$ cat src/tdmc_pkg.sv
// Shared types and codes for the two-level direct-mapped cache.
// No dependencies.
package tdmc_pkg;

	localparam logic [1:0] CMD_READ  = 2'd0;
	localparam logic [1:0] CMD_WRITE = 2'd1;
	localparam logic [1:0] CMD_LOAD  = 2'd2;

	localparam logic [1:0] L2_NONE = 2'd0;
	localparam logic [1:0] L2_HIT  = 2'd1;
	localparam logic [1:0] L2_MISS = 2'd2;

	typedef struct packed {
		logic [1:0]  cmd;
		logic [31:0] addr;
		logic [31:0] data;
		logic        ld_ok;
	} op_t;

	typedef enum logic [2:0] {
		ST_CLEAR,
		ST_IDLE,
		ST_TAG,
		ST_HITRD,
		ST_COPY,
		ST_RESP
	} st_t;

endpackage

$ cat src/tdmc_front.sv
// Front end: accepts words, masks the address, flags loads in range and
// queues decoded operations in a two-entry queue. Depends on tdmc_pkg.
module tdmc_front #(
	parameter int BACKING_WORDS = 1024,
	parameter int ADDRESS_WIDTH = 16
) (
	input  logic                clk,
	input  logic                arst_n,
	input  logic                push,
	output logic                full,
	input  logic [1:0]          cmd,
	input  logic [15:0]         address,
	input  logic signed [31:0]  write_data,
	input  logic                clearing,
	output logic                q_valid,
	output tdmc_pkg::op_t       q_op,
	input  logic                q_take
);

	tdmc_pkg::op_t ent_q [2];
	logic          wp_q;
	logic          rp_q;
	logic [1:0]    cnt_q;
	logic          push_ok;
	logic [31:0]   amask;
	tdmc_pkg::op_t new_op;

	assign full    = clearing || (cnt_q == 2'd2);
	assign push_ok = push && !full;
	assign q_valid = (cnt_q != 2'd0);
	assign q_op    = ent_q[rp_q];
	assign amask   = (ADDRESS_WIDTH >= 32) ? 32'hFFFF_FFFF
		: ((32'd1 << ADDRESS_WIDTH) - 32'd1);

	always_comb begin
		new_op.cmd   = cmd;
		new_op.addr  = {16'd0, address} & amask;
		new_op.data  = write_data;
		new_op.ld_ok = (({16'd0, address} & amask) < 32'(BACKING_WORDS));
	end

	always_ff @(posedge clk) begin
		if (push_ok) begin
			ent_q[wp_q] <= new_op;
		end
	end

	always_ff @(posedge clk or negedge arst_n) begin
		if (!arst_n) begin
			wp_q  <= 1'b0;
			rp_q  <= 1'b0;
			cnt_q <= 2'd0;
		end else begin
			if (push_ok) begin
				wp_q <= !wp_q;
			end
			if (q_take) begin
				rp_q <= !rp_q;
			end
			cnt_q <= cnt_q + {1'b0, push_ok} - {1'b0, q_take};
		end
	end

endmodule

$ cat config.mk
export PLATFORM = sky130hd
export DESIGN_NAME = tdmc_front
export DESIGN_NICKNAME = d
export VERILOG_FILES = /design/src/tdmc_pkg.sv /design/src/tdmc_front.sv
export SDC_FILE = /design/constraint.sdc
export NUM_CORES = 1
export LEC_CHECK = 0
export ABC_AREA = 1
export ABC_CLOCK_PERIOD_IN_PS = 4000
export BUFFER_PORTS_ARGS = -buffer_cell sky130_fd_sc_hd__buf_2
export CORE_ASPECT_RATIO = 1.4
export CORE_MARGIN = 5
export CORE_UTILIZATION = 25
export CTS_BUF_LIST = sky130_fd_sc_hd__clkbuf_8
export CTS_CLUSTER_DIAMETER = 60
export DETAILED_ROUTE_END_ITERATION = 6
export SYNTH_ARGS = -nofsm -noshare
export SYNTH_HDL_FRONTEND = slang
export SYNTH_SLANG_ARGS = --single-unit
$ cat constraint.sdc
create_clock -name clk -period 4 [get_ports clk]
set_input_delay 0.8 -clock clk [delete_from_list [all_inputs] [get_ports clk]]
set_output_delay 0.8 -clock clk [all_outputs]
set_load 0.1 [all_outputs]
; Yosys cells after proc, flatten, opt, wreduce, memory -nomap -nowiden
; Memories as Yosys holds them, arrays and structs flattened.
; Cells that the tools add are included.
[classes]
n_addsub = 2
order_cmp = 1
eq_ne = 1
mux = 2
reduce_logical = 6
[ops]
columns = op, count
row1 = < comparator 16 x 11 -> 1 bit (second input constant), 1
row2 = zero test 1 bit, 3
row3 = adder 2 x 1 -> 2 bit, 1
row4 = equality test 2 bit (second input constant), 1
row5 = 2-to-1 mux 1 bit, 2
row6 = nonzero test 2 bit, 1
row7 = subtractor 2 x 1 -> 2 bit, 1
row8 = logical AND 1 bit, 1
row9 = logical OR 1 bit, 1
[totals]
regBits = 4
mem_bits_rw = 102
input_bits = 55
output_inout_bits = 69
n_memories = 1
[mem_list]
columns = name, depth, word_bits, read_ports, rd_ports_with_merged_regs, wr, line_no
row1 = ent_q, 2, 51, 1, 0, 1, tdmc_front.sv:20  ; tdmc_pkg::op_t ent_q [2];

; Logic depth before layout (Yosys ltp)
; Gate-level depths: netlist (run 1).
[depth]
ltp_word = 6
depth_mapped = 9
depth_no_buf = 9

; Worst setup path before layout (run 1)
; OpenSTA, ideal clock, no wires.
[synth_timing]
path_type = input to register
startpoint = input port clearing
endpoint = memory ent_q[1][0] in the netlist's numbering, enable pin
setup_ps = 460
arrival_time_ps = 3138
slack_ps = 402
path_stages = 3
n_path_buf = 0
cell_sequence = inv_1 nand3_1 nor2_1
[synth_between]
elab_chain_cells = 5
[synth_lines]
columns = item, line_no
row1 = from (decl), tdmc_front.sv:14  ; input logic clearing,
row2 = logical OR 1 bit, tdmc_front.sv:28  ; assign full = clearing || (cnt_q == 2'd2);
row3 = zero test 1 bit, tdmc_front.sv:29  ; assign push_ok = push && !full;
row4 = logical AND 1 bit, tdmc_front.sv:29
row5 = 2-to-1 mux 1 bit, tdmc_front.sv:43  ; if (push_ok) begin
row6 = 2-to-1 mux 1 bit (implied by the code), tdmc_front.sv:44  ; ent_q[wp_q] <= new_op;
row7 = to (decl), tdmc_front.sv:20
; Every way passes these cells.

==> results.md, run 1 <==
- The via count of the first global-routing pass is 2719.
- Clock-pin slew was measured on the worst setup and hold paths at 0.09 ns.
- The H-tree was split into 3 levels.
- The required time reported for the critical path endpoint is 3.20 ns.
- The clock sink count is 106.
- The first global-routing pass estimated 13200 um of wire.
- Summing every instance area after synthesis gives 4170 um^2.
- The source-to-sink clock delay at the later pin of the worst-skew pair is 0.36 ns.
- The routed layout has 2532 vias.
- By area the synthesized netlist is led by sky130_fd_sc_hd__edfxtp_1, sky130_fd_sc_hd__o21ai_0, sky130_fd_sc_hd__nand2_1, sky130_fd_sc_hd__inv_1, sky130_fd_sc_hd__buf_4.
- The minimum clock period after layout is 3.06 ns.
- The pin count of the biggest net entering global routing is 48.
- The count of cells along the worst register-to-register path is 4.
- The horizontal extent of the die is 119 um.
- The type of the most critical hold path is in2async.
- The number of diodes is 0.
- After detailed routing, the average wire length per cell comes to 13.2 um.
- In this run the register-to-register setup slack is 2.04 ns.
- Gates resized during post-CTS repair numbered 0.
- After synthesis, the most frequently instantiated cells are sky130_fd_sc_hd__edfxtp_1, sky130_fd_sc_hd__nand2_1, sky130_fd_sc_hd__inv_1.
- The detail route stage leaves a number of antenna-violating nets equal to 0.
- Among all flip-flop cells after synthesis, the most frequent one is sky130_fd_sc_hd__edfxtp_1.
- The endpoint of the most critical register-to-register path is ent_q[0][2].
- The average cell area after synthesis is 13.2 um^2.
- The final sum of negative setup slack is 0 ns.
- Fill cells in the final layout number 1619.
- The die covers 19400 um^2.
- The post-DP HPWL is 5910 um.
- In this run, synthesis produced a sequential element count of 106.
- The region available for standard cell placement spans 16300 um^2.
- Cells with a size suffix above 1 make up 29.5% of the layout.
- The yosys synthesis warning count is 0.
- The number of remaining DRC errors is 0.
- The number of max-slew violations in the final report came to 0.
- Headroom to the max-slew limit came out at 48.4%.
- The cell accounting for the most synthesized area is sky130_fd_sc_hd__edfxtp_1.
- The proportion of register bits with asynchronous set or reset after synthesis is 3.77%.
- The number of maximum-capacitance constraint violations is 0.
- The detailed router finished its first iteration with 54 violations.
- The dominant cell by count in the synthesized netlist is sky130_fd_sc_hd__edfxtp_1.
- The register area share after synthesis is 75.9%.
- The clock arrives with 0.00553 ns of skew.
- The number of cells in the design after placement is 614.
- The share of Yosys cell area claimed by the top area cell type is 73.5%.
- The number of nets in the final layout is 483.
- From bottom edge to top edge, the die measures 163 um.
- After the flow finishes, the layout carries non-filler instances totaling 630.
- The maximum clock insertion buffer count is 2.
- The largest fanout of any net on the critical path is 47.
- The run finished with clean final reports.
- Buffers inserted during clock tree synthesis total 9.
- Counting flops with a built-in enable in the synthesized netlist gives 102.
- The sort of element at the end of the critical path is a primary output.
- Setup repair after global routing left no endpoint under its margin.
- Input and output buffers added on the ports amount to 107.
- The critical path class is reg2out.
- The data arrival at the endpoint of the critical path is 2.26 ns.
- Synthesis produced 316 cells.
- The site row count is 55.
- For this design, the CTS-stage hold fixing added 0 buffers.
- For this run the aggregate overflow at the end of global routing stands at 0.
- The layout-stage area growth over the synthesis result is 20.0%.
- The number of endpoints failing setup at the final stage is 0.
- Before antenna repair, the detailed router went through 4 iterations.
- Dividing the final minimum period by the clock period gives 76.5%.
- The starting density of the core is 25.5%.
- Global routing used 8.80% of the available tracks.
- The root buffer cell is sky130_fd_sc_hd__clkbuf_8.
- The critical register-to-register path startpoint is cnt_q[1].
- The final hold violation count is 0.
- The achievable clock frequency is 0.327 GHz.
- TritonCTS built the clock tree.
- The global placer's final weighted congestion is 0.683.
- The wire length after detailed routing is 8300 um.
- In the routed layout, each cell is associated on average with a via count of 4.02.
- The measured slew at the worst slew-check pin is 0.773 ns.
- The setup fix buffers added after clock tree synthesis is 0.
- The I/O pin total is 124.
- The initial antenna violation count was 1.
- Synthesis instantiated 17 different standard cells from the library.
- The worst setup path is launched from a register.
-- state kept, by name, indices dropped and copies added, names as in the netlist --
name   flops
cnt_q      2
rp_q       1
wp_q       1
ent_q    102
-- metal layers --
layer | vias to the layer above | wire length [um] | GRT usage (%)
met3 | 12 | 541 | 3.47
met5 | - | 13 | 0
met2 | 72 | 4610 | 16.8
met4 | 2 | 123 | 3.80
li1 | 1231 | - | -
met1 | 1215 | 3010 | 8.18
-- through the flow --
stage / setup WS (ns) / instance area (um^2) / hold slack (ns) / utilization (%)
detailed placement: 1.22 / 4830 / 0.470 / 29.6
floorplan: 0.402 / 4220 / 0.442 / -
finish: 0.941 / 5000 / 0.238 / 30.6
global placement: 1.26 / 4830 / 0.454 / 29.6
CTS: 0.807 / 5000 / 0.208 / 30.6
global route: 0.658 / 5000 / 0.205 / 30.6
-- final cells by class --
class                   instances  area [um^2]  area share [%]
multi-input cells             139          622            12.4
flip-flops and latches        106         3160            63.3
inverters                      59          221            4.43
clock inverters                 7         40.0           0.801
repair buffers                111          578            11.6
clock buffers                   9          124            2.48
well taps                     199          249            4.98
-- worst max-delay path by stage --
stage	startpoint	endpoint	slack (ns)	depth (start not counted)
after detailed placement	rp_q	q_op[12]	1.22	4
final	rp_q	q_op[66]	0.94	4
after CTS	rp_q	q_op[12]	0.81	4
after global placement	rp_q	q_op[12]	1.26	4
after global routing	rp_q	q_op[4]	0.66	4
after floorplan	clearing	ent_q[1][0]	0.40	3
-- cell usage in the layout (no fill, tap or decap), drive strengths merged, types with 3 or more instances in the layout --
master and instances:
conb 16, edfxtp 102, inv 62, nor2 3, dfrtp 4, buf 111
o21ai 51, clkbuf 9, nand2 62
-- critical path, stage by stage, from the launching register on --
cell	delay [ns]
sky130_fd_sc_hd__dfrtp_2	0.75
sky130_fd_sc_hd__buf_4	0.48
sky130_fd_sc_hd__nand2_1	0.08
sky130_fd_sc_hd__o21ai_0	0.11
sky130_fd_sc_hd__buf_2	0.47
-- cell families after synthesis --
| family | count (synthesis) | share of synthesized area, % |
|---|---|---|
| XOR/XNOR | 1 | 0.210 |
| other | 1 | 0.0900 |
| adder cells (fa/ha/maj) | 2 | 0.601 |
| flip-flops | 106 | 75.9 |
| AND/OR/NAND/NOR | 69 | 6.37 |
| buffers and inverters | 86 | 10.7 |
| AO/OA/AOI/OAI | 51 | 6.13 |
Power of run 1 is not shown: default switching activity piles up to over one toggle a cycle in this logic, so the estimate is an artifact.
==> run 2, diff against run 1 <==
--- a/config.mk
+++ b/config.mk
@@ -6,7 +6,7 @@
 export NUM_CORES = 1
 export LEC_CHECK = 0
 export ABC_AREA = 1
-export ABC_CLOCK_PERIOD_IN_PS = 4000
+export ABC_CLOCK_PERIOD_IN_PS = 2600
 export BUFFER_PORTS_ARGS = -buffer_cell sky130_fd_sc_hd__buf_2
 export CORE_ASPECT_RATIO = 1.4
 export CORE_MARGIN = 5
==> constraint.sdc (replaced) <==
create_clock -name clk -period 2.6 [get_ports clk]
set_input_delay 0.52 -clock clk [delete_from_list [all_inputs] [get_ports clk]]
set_output_delay 0.52 -clock clk [all_outputs]
set_load 0.1 [all_outputs]
==> run 2 against run 1 <==
Compared with the run above:
- non-clock buffer count increased by 4
- critical path depth unchanged
- global-route usage decreased by 0.19 points
- cell count increased by 0.63%
- setup slack got worse by 0.72 ns
- via count decreased by 1.4%
==> results.md, run 2 (synthesis gave the netlist of run 1 again) <==
- The critical path runs through a total of 4 cells.
- The top cell types in the final layout, fill and taps aside, are sky130_fd_sc_hd__edfxtp_1, sky130_fd_sc_hd__buf_2, sky130_fd_sc_hd__nand2_1.
- The critical path class is reg2out.
- The first routing iteration left 65 violations.
- The post-route netlist has 29.9% of its cells at a drive strength greater than 1.
- The worst stage delay on the critical path is 0.61 ns.
- In this run the standard cell core region covers 16300 um^2.
- After filler insertion, the fill cell instance count of the layout stands at 1651.
- The achievable clock frequency is 0.421 GHz.
- For this design, the sink count on the clock tree is 106.
- The floorplan step defined a die boundary enclosing 19400 um^2.
- The final hold violation count is 0.
- The flip-flop count of the largest register, all copies and words added is 102.
- 0 antenna diodes ended up in the layout.
- STA classifies the critical path endpoint as a primary output.
- The post-detailed-route via-to-cell ratio is 3.94.
- The type of the most critical hold path is in2reg.
- STA puts the critical path data arrival time at 1.86 ns.
- The overall global routing resource usage is 8.61%.
- TritonCTS created 9 clock buffers.
- Dividing the final minimum period by the clock period gives 91.4%.
- The nature of the critical path startpoint is a register.
- The starting density of the core is 25.5%.
- The number of detailed-route iterations in the first pass is 4.
- The endpoint identified for the worst register-to-register timing path is ent_q[1][44].
- The number of buffers and inverters on the critical path is 2.
- The signal on the critical path passes through buf_4 > nand2_1 > o21ai_0 > buf_2.
- Of all nets on the critical path, the largest fanout is 22.
- The clock reaches the later pin of the worst-skew pair after 0.36 ns.
- After clock tree synthesis, the repair step resized 0 gates.
- Among all stages on the critical path, the largest delay is contributed by sky130_fd_sc_hd__dfrtp_4.
- In this run the clock root is driven by a sky130_fd_sc_hd__clkbuf_8.
- Clock-pin slew was measured on the worst setup and hold paths at 0.10 ns.
- The minimum clock period after layout is 2.38 ns.
- The number of max-slew violations in the final report came to 0.
- The post-DP HPWL is 5990 um.
- The family of cells with the greatest summed delay on the critical path is buffers and inverters.
- Setup repair after global routing left no endpoint under its margin.
- The number of endpoints failing setup at the final stage is 0.
- The global placer's final weighted congestion is 0.707.
- The run finished with clean final reports.
- The number of cells on the worst reg-to-reg path is 4.
- The site row count is 55.
- The initial antenna violation count is 0.
- During I/O placement, the number of pins put on the boundary was 124.
- The post-route antenna net violation count is 0.
- The number of nets in the final layout is 487.
- Clock skew on the completed layout was measured at 0.00667 ns.
- In the routed design, unresolved DRC markers number 0.
- For this block, the routed nets add up to 8480 um of wire.
- The layout-stage area growth over the synthesis result is 23.6%.
- The hold slack is 0.340 ns.
- After detailed routing, the average wire length per cell comes to 13.4 um.
- The worst setup path startpoint is rp_q.
- From left edge to right edge, the die measures 119 um.
- The maximum level of the CTS H-tree is 3.
- The number of maximum-capacitance constraint violations is 0.
- The critical register-to-register path startpoint is cnt_q[1].
- The routed via count is 2497.
- For the worst setup path, the data required time is 2.08 ns.
- Setup slack on the worst reg-to-reg path comes out at 0.82 ns.
- The first global-routing pass estimated 12800 um of wire.
- The pin count of the biggest net entering global routing is 44.
- The largest registers in the layout are ent_q: 102 flops, cnt_q: 2 flops.
- The register name with the most flops is ent_q.
- The height of the die is 163 um.
- The maximum clock insertion buffer count is 2.
- TritonCTS built the clock tree.
- The most critical setup path has its endpoint at q_op[38].
- After global routing the overflow that remains totals 0.
- The via count of the first global-routing pass is 2588.
- The count of input and output buffers is 107.
[run 2: cell types whose count changed in the layout (fill, tap and decap cells not counted), moves of 3 or more]
cell	delta
sky130_fd_sc_hd__clkinv_1	+3
sky130_fd_sc_hd__buf_12	+7
sky130_fd_sc_hd__o21ai_1	+33
sky130_fd_sc_hd__inv_1	-3
sky130_fd_sc_hd__o21ai_0	-33
sky130_fd_sc_hd__buf_2	-5
[run 2: final cells by class]
class | count | area [um^2] | area share (%)
sequential | 106 | 3170 | 61.5
timing repair buffer | 115 | 718 | 14.0
clock buffer | 9 | 124 | 2.41
multi-input combinational | 139 | 622 | 12.1
tap | 199 | 249 | 4.84
clock inverter | 7 | 45.0 | 0.875
inverter | 59 | 221 | 4.30
[run 2: how the worst min path moves through the flow]
stage,from,to,slack [ns],depth (start not counted)
after detailed placement,arst_n,wp_q,0.34,1
after global placement,arst_n,rp_q,0.34,1
after floorplan,arst_n,cnt_q[0],0.22,0
after CTS,address[7],ent_q[0][40],0.30,1
after global routing,address[2],ent_q[1][35],0.30,1
final,address[2],ent_q[1][35],0.34,1
[run 2: through the flow]
step           instances  worst slack (ns)  utilization (%)  TNS, ns  area [um^2]
6_report             634             0.223             31.6        0         5150
5_1_grt              634            0.0549             31.6        0         5150
4_1_cts              633            0.0303             31.5        0         5130
3_5_place_dp         616             0.469             30.4        0         4950
3_3_place_gp         616             0.494             30.4        0         4950
2_1_floorplan        331            -0.704                -    -9.62         4220
[run 2: worst reg2reg max path, stage by stage, from the launching register on]
cell                      delay (ns)
sky130_fd_sc_hd__dfrtp_1        0.41
sky130_fd_sc_hd__nand2_1        0.11
sky130_fd_sc_hd__nand3_1        0.19
sky130_fd_sc_hd__nor2_4         0.41
sky130_fd_sc_hd__buf_4          0.35
[run 2: repair_timing]
action,CTS,global route
endpoints found under the hold margin,4,0
endpoints found under the setup margin,0,26
hold buffers,1,0
setup buffers,0,1
[run 2: routing by layer]
metal  part of all wire [%]  vias to the layer above  track usage, %  routed length (um)
met2                     55                       71            16.0                4640
met4                    1.3                        0            3.64                 110
met1                     38                     1180            8.92                3250
met5                      0                        -               0                   0
li1                       -                     1240               -                   -
met3                    5.6                        6            2.54                 477
Power of run 2 is left out for the same reason.
==> run 3, diff against run 2 <==
--- a/config.mk
+++ b/config.mk
@@ -8,12 +8,14 @@
 export ABC_AREA = 1
 export ABC_CLOCK_PERIOD_IN_PS = 2600
 export BUFFER_PORTS_ARGS = -buffer_cell sky130_fd_sc_hd__buf_2
+export CAP_MARGIN = 20
 export CORE_ASPECT_RATIO = 1.4
 export CORE_MARGIN = 5
 export CORE_UTILIZATION = 25
 export CTS_BUF_LIST = sky130_fd_sc_hd__clkbuf_8
 export CTS_CLUSTER_DIAMETER = 60
 export DETAILED_ROUTE_END_ITERATION = 6
+export HOLD_SLACK_MARGIN = 0.05
 export SYNTH_ARGS = -nofsm -noshare
 export SYNTH_HDL_FRONTEND = slang
 export SYNTH_SLANG_ARGS = --single-unit
==> constraint.sdc (replaced) <==
create_clock -name clk -period 2.6 [get_ports clk]
set_input_delay 0.52 -clock clk [delete_from_list [all_inputs] [get_ports clk]]
set_output_delay 0.52 -clock clk [all_outputs]
set_load 0.01 [all_outputs]
==> run 3 against run 2 <==
Compared with the run above:
- first-iteration DRC count grew 20%
- core utilization shrank 0.42 points
- via count is essentially flat
- clock skew grew 0.0044 ns
- die area is the same
- largest cell class unchanged
- critical path type unchanged
- cell count shrank 0.16%
- setup slack gained 0.20 ns
- sequential share of layout area grew 0.78 points
==> results.md, run 3 (synthesis gave the netlist of run 1 again) <==
- The run finished with clean final reports.
- The largest clock skew in the final design is 0.0111 ns.
- The part of the total power dissipated in sequential elements is 48.5%.
- Clock tree synthesis selected as its root buffer the cell sky130_fd_sc_hd__clkbuf_8.
- The startpoint of the lowest-slack hold path is address[4].
- Using the TritonRoute via totals, the vias-per-cell ratio works out to 3.94.
- The cell type of the slowest stage on the worst timing path is sky130_fd_sc_hd__dfrtp_2.
- The I/O pin total is 124.
- The number of maximum-capacitance constraint violations is 0.
- The starting density of the core is 25.5%.
- The internal portion of the total power is 0.00309 W.
- Grouping stages by cell kind, the critical path spends the most delay in flip-flops.
- The global placer's final weighted congestion is 0.684.
- The switching power as a share of total power is 33.2%.
- The data arrival at the endpoint of the critical path is 1.66 ns.
- Data on the critical path is required at its endpoint by 2.08 ns.
- Ranked by flip-flop count, first place goes to ent_q.
- The final hold violation count came to 0.
- Entering global routing, the biggest net connects 52 pins.
- Clock-pin slew was measured on the worst setup and hold paths at 0.10 ns.
- The setup fix buffers added after clock tree synthesis is 0.
- The net switching component of the power is 0.00153 W.
- The maximum level of the CTS H-tree is 3.
- The part of the total power dissipated in combinational logic is 30.0%.
- The initial antenna violation count is 0.
- The post-route antenna net violation count is 0.
- The minimum clock period after layout is 2.18 ns.
- After detailed routing, the number of remaining DRC violations is 0.
- Setup repair after global routing left no endpoint under its margin.
- Global routing consumed, over all layers together, 8.44% of the routing resources.
- The number of nets in the final layout is 486.
- Setup total negative slack on the finished layout was measured at 0 ns.
- The part of the cycle the worst path needs is 83.8%.
- The number of buffers created by CTS is 9.
- The critical path contains buffers and inverters numbering 2 combined.
- The maximum clock insertion buffer count is 2.
- Along the worst hold path, the cell count comes to 1.
- The die covers 19400 um^2.
- The first-iteration detailed-routing DRC count is 78.
- For hold timing, the worst endpoint is ent_q[0][37].
- The largest registers in the layout are ent_q: 102 flops, cnt_q: 2 flops.
- The number of detailed-route iterations in the first pass is 6.
- After global routing the overflow that remains totals 0.
- The worst setup path startpoint is rp_q.
- Relative to the synthesized area, the layout overhead comes to 21.9%.
- The largest fanout of any net on the critical path is 32.
- The setup slack of the critical path after layout is 0.421 ns.
- For this block, the routed nets add up to 8110 um of wire.
- In the layout the commonest cells are sky130_fd_sc_hd__buf_2, sky130_fd_sc_hd__edfxtp_1, sky130_fd_sc_hd__nand2_1.
- Measured along the y axis, the die boundary spans 163 um.
- The worst stage delay on the critical path is 0.69 ns.
- STA classifies the critical path startpoint as a register.
- Leaving out fill and tap cells, the most frequent cell in the layout is sky130_fd_sc_hd__buf_2.
- The TritonCTS clock tree is built.
- VDD sags by at most 0.410 mV.
- The routed length per placed instance is 12.8 um.
- The placeable core region is 16300 um^2.
- The HPWL after detailed placement is 5840 um.
- Cells with a size suffix above 1 make up 30.2% of the layout.
- The clock power share is 21.5%.
- The path class of the tightest hold or removal check is in2reg.
- OpenSTA, run right after detailed placement, puts the worst setup slack at 0.708 ns.
- For this design, the sink count on the clock tree is 106.
- The horizontal extent of the die is 119 um.
- The areal power density over the cells is 911 nW/um^2.
- The endpoint of the most critical register-to-register path is ent_q[0][30].
- Timing would allow up to 0.459 GHz.
- The number of cells on the worst reg-to-reg path is 4.
- The number of endpoints failing setup at the final stage is 0.
- The signal on the critical path passes through buf_4 > nand2_1 > o21ai_0 > buf_2.
- The source-to-sink clock delay at the later pin of the worst-skew pair is 0.35 ns.
- By startpoint and endpoint, the worst setup path is classified as reg2out.
- The number of max-slew violations in the final report is 0.
- In this run the static leakage power is 2.16 nW.
- After floorplanning, the core was divided into 55 placement rows.
- The flip-flop count of the largest register, all copies and words added is 102.
- The first global-routing pass estimated 12700 um of wire.
- The via count of the first global-routing pass is 2564.
- The worst register-to-register path begins at cnt_q[1].
- The count of input and output buffers is 107.
- The register-to-register setup slack is 0.92 ns.
- STA classifies the critical path endpoint as a primary output.
- For this block, the via count after detailed routing is 2495.
- Gates resized during post-CTS repair numbered 0.
- 0 antenna diodes ended up in the layout.
## run 3: cell types whose count changed in the layout (fill, tap and decap cells not counted)
cell	before	now
sky130_fd_sc_hd__inv_6	1	2
sky130_fd_sc_hd__inv_1	58	59
sky130_fd_sc_hd__buf_12	8	3
sky130_fd_sc_hd__buf_8	1	0
sky130_fd_sc_hd__dfrtp_4	1	0
sky130_fd_sc_hd__dfrtp_2	0	1
sky130_fd_sc_hd__clkinv_1	3	0
sky130_fd_sc_hd__clkinv_4	2	0
sky130_fd_sc_hd__o21ai_1	37	4
sky130_fd_sc_hd__o21ai_0	14	47
sky130_fd_sc_hd__clkinv_2	0	2
sky130_fd_sc_hd__buf_2	102	107
sky130_fd_sc_hd__bufinv_16	0	1
## run 3: power by group through the flow
stage | clock, W | sequential (W) | combinational, W
final | 0.000994 | 0.00224 | 0.00139
after floorplan | 0 | 0.00222 | 0.000931
after global placement | 0 | 0.00228 | 0.00140
after detailed placement | 0 | 0.00229 | 0.00143
after CTS | 0.00105 | 0.00225 | 0.00143
after global routing | 0.00112 | 0.00228 | 0.00156
## run 3: layout make-up
type,count,area [um^2]
Clock buffer,9,124
Sequential cell,106,3160
Tap cell,199,249
Fill cell,1618,11200
Inverter,59,221
Clock inverter,7,68.8
Multi-Input combinational cell,139,622
Timing Repair Buffer,114,628
## run 3: through the flow
step | util [%] | cells | instance area [um^2] | hold slack (ns) | total power [W]
finish | 31.1 | 633 | 5080 | 0.342 | 0.00462
detailed placement | 29.9 | 616 | 4870 | 0.343 | 0.00372
floorplan | - | 331 | 4220 | 0.224 | 0.00315
global route | 31.1 | 633 | 5080 | 0.301 | 0.00495
CTS | 31.1 | 633 | 5080 | 0.310 | 0.00473
global placement | 29.9 | 616 | 4870 | 0.341 | 0.00367
## run 3: metal layers
| metal | routed length [um] | global-route usage (%) | vias to the layer above |
|---|---|---|---|
| met1 | 3160 | 8.89 | 1171 |
| met3 | 435 | 2.88 | 11 |
| met4 | 139 | 3.85 | 0 |
| li1 | - | - | 1238 |
| met2 | 4370 | 15.1 | 75 |
| met5 | 0 | 0 | - |
## run 3: worst max path at each step
stage / cells past startpoint / to / slack [ns]
global route: 4 / q_op[37] / 0.17
detailed placement: 5 / ent_q[0][22] / 0.71
global placement: 5 / ent_q[0][24] / 0.76
floorplan: 3 / ent_q[1][0] / 0.13
CTS: 4 / q_op[12] / 0.36
finish: 4 / q_op[12] / 0.42
## run 3: what timing repair did
| item | CTS | global route |
|---|---|---|
| setup endpoints to repair | 0 | 0 |
| hold buffers | 1 | 0 |
| endpoints found under the hold margin | 4 | 0 |
Power figures use the tool's default switching activity.
